===== config.mk =====
export PLATFORM = sky130hd
export DESIGN_NAME = rbe_ctrl
export DESIGN_NICKNAME = d
export VERILOG_FILES = /design/src/rtl/rbe_pkg.sv /design/src/rtl/rbe_ctrl.sv
export VERILOG_INCLUDE_DIRS = /design/src /design/src/rtl
export SDC_FILE = /design/constraint.sdc
export NUM_CORES = 1
export LEC_CHECK = 0
export BUFFER_PORTS_ARGS = -buffer_cell sky130_fd_sc_hd__buf_2
export CAP_MARGIN = 20
export CORE_MARGIN = 10
export CORE_UTILIZATION = 30
export CTS_CLUSTER_SIZE = 25
export DETAILED_ROUTE_END_ITERATION = 10
export GPL_ROUTABILITY_DRIVEN = 0
export PLACE_DENSITY_LB_ADDON = 0.1
export SYNTH_ARGS = -nofsm -noshare
export SYNTH_HDL_FRONTEND = slang
export SYNTH_SLANG_ARGS = --single-unit

===== constraint.sdc =====
create_clock -name clk -period 3.7 [get_ports clk]
set_input_delay 0.74 -clock clk [delete_from_list [all_inputs] [get_ports clk]]
set_output_delay 0.74 -clock clk [all_outputs]
set_load 0.01 [all_outputs]

===== src/rtl/rans_byte_encoder_macros.svh =====
// Assertion helpers used by rbe_ctrl.
`ifndef RANS_BYTE_ENCODER_MACROS_SVH
`define RANS_BYTE_ENCODER_MACROS_SVH

// Same-cycle implication, checked outside reset.
`define RBE_ASSERT_SAME(lbl, clk, rst_n, ante, cons, msg) \
    lbl: assert property (@(posedge clk) disable iff (!rst_n) (ante) |-> (cons)) \
        else $error(msg);

// Next-cycle implication, checked outside reset.
`define RBE_ASSERT_NEXT(lbl, clk, rst_n, ante, cons, msg) \
    lbl: assert property (@(posedge clk) disable iff (!rst_n) (ante) |=> (cons)) \
        else $error(msg);

`endif


===== src/rtl/rbe_pkg.sv =====
package rbe_pkg;

    localparam int BYTE_W     = 8;
    localparam int OPCODE_W   = 2;
    localparam int SYMBOL_W   = 8;
    localparam int FREQ_W     = 13;
    localparam int START_W    = 12;
    localparam int STATE_W    = 32;
    localparam int TABLE_DEPTH = 256;
    localparam int DIV_CNT_W  = $clog2(STATE_W);
    localparam int FLUSH_CNT_W = 2;

    localparam logic [OPCODE_W-1:0] OP_LOAD   = 2'd0;
    localparam logic [OPCODE_W-1:0] OP_ENCODE = 2'd1;
    localparam logic [OPCODE_W-1:0] OP_FLUSH  = 2'd2;

    localparam logic [FLUSH_CNT_W-1:0] FLUSH_LAST = 2'd3;

    typedef enum logic [2:0] {
        ST_IDLE,
        ST_CHECK,
        ST_DIV,
        ST_FINISH,
        ST_FLUSH
    } ctrl_state_t;

    typedef enum logic [1:0] {
        OUT_LOW,
        OUT_HIGH,
        OUT_BAD
    } out_sel_t;

    typedef struct packed {
        logic     tbl_write;
        logic     tbl_read;
        logic     work_load;
        logic     work_shr;
        logic     work_shl;
        logic     div_init;
        logic     div_step;
        logic     state_update;
        logic     state_reset;
        logic     out_load;
        out_sel_t out_sel;
        logic     out_last;
    } dp_cmd_t;

    typedef struct packed {
        logic f_zero;
        logic ge_bound;
        logic ge_bound_next;
        logic div_done;
    } dp_status_t;

endpackage


===== src/rtl/rbe_ctrl.sv =====
`include "rans_byte_encoder_macros.svh"

module rbe_ctrl
    import rbe_pkg::*;
(
    input  logic                clk,
    input  logic                rst_n,
    input  logic                in_valid,
    output logic                in_stall,
    input  logic [OPCODE_W-1:0] opcode,
    output logic                out_valid,
    input  logic                out_stall,
    input  dp_status_t          status,
    output dp_cmd_t             cmd
);

    ctrl_state_t             state_reg, state_next;
    logic [FLUSH_CNT_W-1:0]  flush_cnt_reg, flush_cnt_next;
    logic                    out_valid_reg, out_valid_next;
    logic                    out_free;
    logic                    in_accept;

    assign out_free  = !out_valid_reg || !out_stall;
    assign in_stall  = (state_reg != ST_IDLE);
    assign in_accept = in_valid && !in_stall;

    // next state
    always_comb
    begin
        state_next = state_reg;
        case (state_reg)
            ST_IDLE:
            begin
                if (in_accept && opcode == OP_ENCODE)
                begin
                    state_next = ST_CHECK;
                end
                else if (in_accept && opcode == OP_FLUSH)
                begin
                    state_next = ST_FLUSH;
                end
            end
            ST_CHECK:
            begin
                if (status.f_zero)
                begin
                    if (out_free)
                    begin
                        state_next = ST_IDLE;
                    end
                end
                else if (!status.ge_bound)
                begin
                    state_next = ST_DIV;
                end
            end
            ST_DIV:
            begin
                if (status.div_done)
                begin
                    state_next = ST_FINISH;
                end
            end
            ST_FINISH:
            begin
                state_next = ST_IDLE;
            end
            ST_FLUSH:
            begin
                if (out_free && flush_cnt_reg == FLUSH_LAST)
                begin
                    state_next = ST_IDLE;
                end
            end
            default:
            begin
                state_next = ST_IDLE;
            end
        endcase
    end

    // commands
    always_comb
    begin
        cmd            = '0;
        cmd.out_sel    = OUT_LOW;
        flush_cnt_next = flush_cnt_reg;
        case (state_reg)
            ST_IDLE:
            begin
                if (in_accept)
                begin
                    cmd.tbl_write  = (opcode == OP_LOAD);
                    cmd.tbl_read   = (opcode == OP_ENCODE);
                    cmd.work_load  = (opcode == OP_ENCODE) || (opcode == OP_FLUSH);
                    flush_cnt_next = '0;
                end
            end
            ST_CHECK:
            begin
                if (status.f_zero)
                begin
                    cmd.out_load = out_free;
                    cmd.out_sel  = OUT_BAD;
                    cmd.out_last = 1'b1;
                end
                else if (status.ge_bound)
                begin
                    cmd.out_load = out_free;
                    cmd.work_shr = out_free;
                    cmd.out_sel  = OUT_LOW;
                    cmd.out_last = !status.ge_bound_next;
                end
                else
                begin
                    cmd.div_init = 1'b1;
                end
            end
            ST_DIV:
            begin
                cmd.div_step = 1'b1;
            end
            ST_FINISH:
            begin
                cmd.state_update = 1'b1;
            end
            ST_FLUSH:
            begin
                if (out_free)
                begin
                    cmd.out_load    = 1'b1;
                    cmd.out_sel     = OUT_HIGH;
                    cmd.out_last    = (flush_cnt_reg == FLUSH_LAST);
                    cmd.work_shl    = 1'b1;
                    cmd.state_reset = (flush_cnt_reg == FLUSH_LAST);
                    flush_cnt_next  = flush_cnt_reg + 1'b1;
                end
            end
            default:
            begin
                cmd.out_sel = OUT_LOW;
            end
        endcase
    end

    always_comb
    begin
        if (cmd.out_load)
        begin
            out_valid_next = 1'b1;
        end
        else if (out_stall)
        begin
            out_valid_next = out_valid_reg;
        end
        else
        begin
            out_valid_next = 1'b0;
        end
    end

    always_ff @(posedge clk or negedge rst_n)
    begin
        if (!rst_n)
        begin
            state_reg     <= ST_IDLE;
            flush_cnt_reg <= '0;
            out_valid_reg <= 1'b0;
        end
        else
        begin
            state_reg     <= state_next;
            flush_cnt_reg <= flush_cnt_next;
            out_valid_reg <= out_valid_next;
        end
    end

    assign out_valid = out_valid_reg;

    `RBE_ASSERT_SAME(a_no_overwrite, clk, rst_n, cmd.out_load, !out_valid_reg || !out_stall, "result overwritten while stalled")
    `RBE_ASSERT_NEXT(a_div_runs, clk, rst_n, state_reg == ST_DIV && !status.div_done, state_reg == ST_DIV, "divider left early")
    `RBE_ASSERT_NEXT(a_flush_ends, clk, rst_n, state_reg == ST_FLUSH && cmd.out_load && cmd.out_last, state_reg == ST_IDLE, "flush did not end after last byte")
    `RBE_ASSERT_SAME(a_update_quiet, clk, rst_n, cmd.state_update, !cmd.out_load && !cmd.div_step, "state update overlaps other work")

endmodule

==> flow_summary.ini <==
[logic_synthesis]
syn_inst = 62
synth_area_sq_um = 508
yosysTopAreaCellShare_pct = 29.6
synthXorXnorAreaFrac_pct = 0
muxShareOfSynthArea_pct = 3.94
syn-num-nets = 76
synth_top_family_by_area = simple AND/OR/NAND/NOR gates
ys_types = 27
yosys.area.top_type = dfrtp_1
synth_compound_area_share_pct = 13.1
ys_top_cells_by_area = dfrtp_1, ha_1, and2_1
synthSimpleGateAreaFrac_pct = 34.2
ys_ff_latch = 6
syn_area_per_cell_sq_um = 8.19
ys_warn_count = 0
synth-adder-area-share_pct = 9.85
ys_seq_area_share_pct = 29.6

[routing]
drt_iter0_markers = 7
routed_wl_um = 1270
vias = 475
first_pass_iters = 4
detail-route-antenna-nets = 0
drc = 0
wire_per_inst_um = 12.6
viasPerCell = 4.70

[clock_tree]
cts_root_buf = clkbuf_4
cts.htree.levels = 1
cts_tree = built
clk_latency_ns = 0.24
ctsHoldBuffers = 0
cts_resized = 0
post-cts-setup-buffer-count = 0
clock-sinks = 6
clk_pin_slew_ns = 0.04
cts.path.max_buffers = 2
tritoncts.num_buffers = 3

[floorplanning]
dieArea_sq_um = 3740
die_y_um = 61.2
die_w_um = 61.2
start_util_pct = 32.6
core_area_sq_um = 1560
ios = 25
core.rowCount = 14

[sta]
tightest_slew_ns = 0.320
slew_headroom_pct = 78.6
min_period_over_period_pct = 61.4
rsz0062_at_grt = no
clock.fmax_mhz = 440
clock_skew_ns = 0.00170
setup-tns-final_ns = 0
finalHoldViolCount = 0
period_minus_slack_ns = 2.27
report.final.slew_viol_count = 0
setup_viol = 0

[critical_path]
arrival_ns = 1.53
worstSetupEndpointType = output port
critPathKind = flip-flop to output port
path_max_fanout = 13
cp.required_ns = 2.96
worstSetupStartpointType = flip-flop

[pwr]
p_leak_nw = 0.374
clkPwrFrac_pct = 14.5
ir_drop_v = 0.000273
power.switching_mw = 0.171
switching_share_pct = 42.9
p_int_mw = 0.228
pwr-share-seq_pct = 32.7
p_per_area_nw_per_um2 = 618
comb_power_share_pct = 52.8

[grt]
antenna_found_initial = 0
grt_pass1_vias = 485
grt_max_degree = 14
grtUsageTotal_pct = 7.03
grt_pass1_wl_um = 2020
grt-ovfl-total = 0

[cells_and_area]
final_common_cell = buf_2
antennaDiodeCount = 0
largest_reg_flops = 3
area_growth_pct = 27.1
drive_above_1_share_pct = 36.5
design_area_sq_um = 646
final_cell_mix = buf_2, nor2_1, inv_1, dfrtp_1, nand2_1
final_nets = 101

[place]
place_area_sq_um = 623
dp_hpwl_um = 1110
io_buffers = 24

[worst_hold_path]
hold_path_class = input pin to async pin

[run_status]
status = completed

[flow_run]
maxCapViolCount = 0
[layer usage]
layer / routed length [um] / part of all wire, % / global-route usage, %
met1: 512 / 40 / 7.98
met2: 600 / 47 / 11.5
met3: 158 / 12 / 3.29
met4: 0 / 0 / 1.95
met5: 0 / 0 / 0
[power groups by stage]
stage                     logic, mW  registers [mW]  clock network, mW
final                         0.211           0.130             0.0580
after global routing          0.238           0.136             0.0660
after CTS                     0.218           0.131             0.0615
after detailed placement      0.217           0.131                  0
after global placement        0.215           0.133                  0
after floorplan               0.173           0.113                  0
[cells in the mapped netlist]
cell type  count
or4b_1         1
nand2_1        5
nand3_1        2
buf_2          1
clkbuf_2       1
nor2_2         1
and3b_1        1
nor2_1         6
o21ai_0        2
o32ai_1        1
ha_1           4
buf_4          2
or3b_1         1
and2b_2        1
a21oi_1        3
mux2i_1        2
a31oi_1        1
or3_4          1
nor2b_1        4
a32o_1         1
dfrtp_1        6
or2_1          1
inv_1          6
nand2b_1       2
a21oi_2        1
and2_1         4
a211oi_1       1
[worst paths after layout]
check	start	to	slack, ns	cells past startpoint
max	state_reg[1]	cmd[12]	1.43	4
min	rst_n	flush_cnt_reg[1]	0.31	1
min reg2reg	flush_cnt_reg[0]	flush_cnt_reg[0]	0.48	1
min in group clk	flush_cnt_reg[0]	flush_cnt_reg[0]	0.48	1
max in group asynchronous	rst_n	state_reg[1]	3.25	1
max reg2reg	state_reg[1]	flush_cnt_reg[0]	2.32	3
[cell type report]
| class | instances | area, sq um |
|---|---|---|
| clock buffers | 3 | 22.5 |
| fillers | 169 | 913 |
| inverters | 6 | 22.5 |
| multi-input cells | 46 | 310 |
| flip-flops and latches | 6 | 150 |
| well taps | 16 | 20.0 |
| repair buffers | 24 | 120 |
[logic make-up (layout without fill, tap and decap cells)]
kind of cell / after synthesis / in the layout
AND/OR/NAND/NOR: 30 / 30
AO/OA/AOI/OAI: 10 / 10
buffers and inverters: 10 / 33
flip-flops: 6 / 6
adder cells (fa/ha/maj): 4 / 4
multiplexers: 2 / 2
[stage by stage]
stage	util [%]	std cells	hold slack, ns	setup slack (ns)	power [mW]
floorplan	-	62	0.444	1.63	0.287
global placement	40.0	98	0.475	1.48	0.348
detailed placement	40.0	98	0.484	1.48	0.348
CTS	41.4	101	0.307	1.40	0.410
global route	41.4	101	0.303	1.30	0.440
finish	41.4	101	0.313	1.43	0.399
[worst max-delay path: stages, from the launching register on]
cell	delay [ns]
dfrtp_1	0.48
or3_4	0.43
nor2_2	0.13
and2_1	0.13
buf_2	0.12
Power figures use the tool's default switching activity.
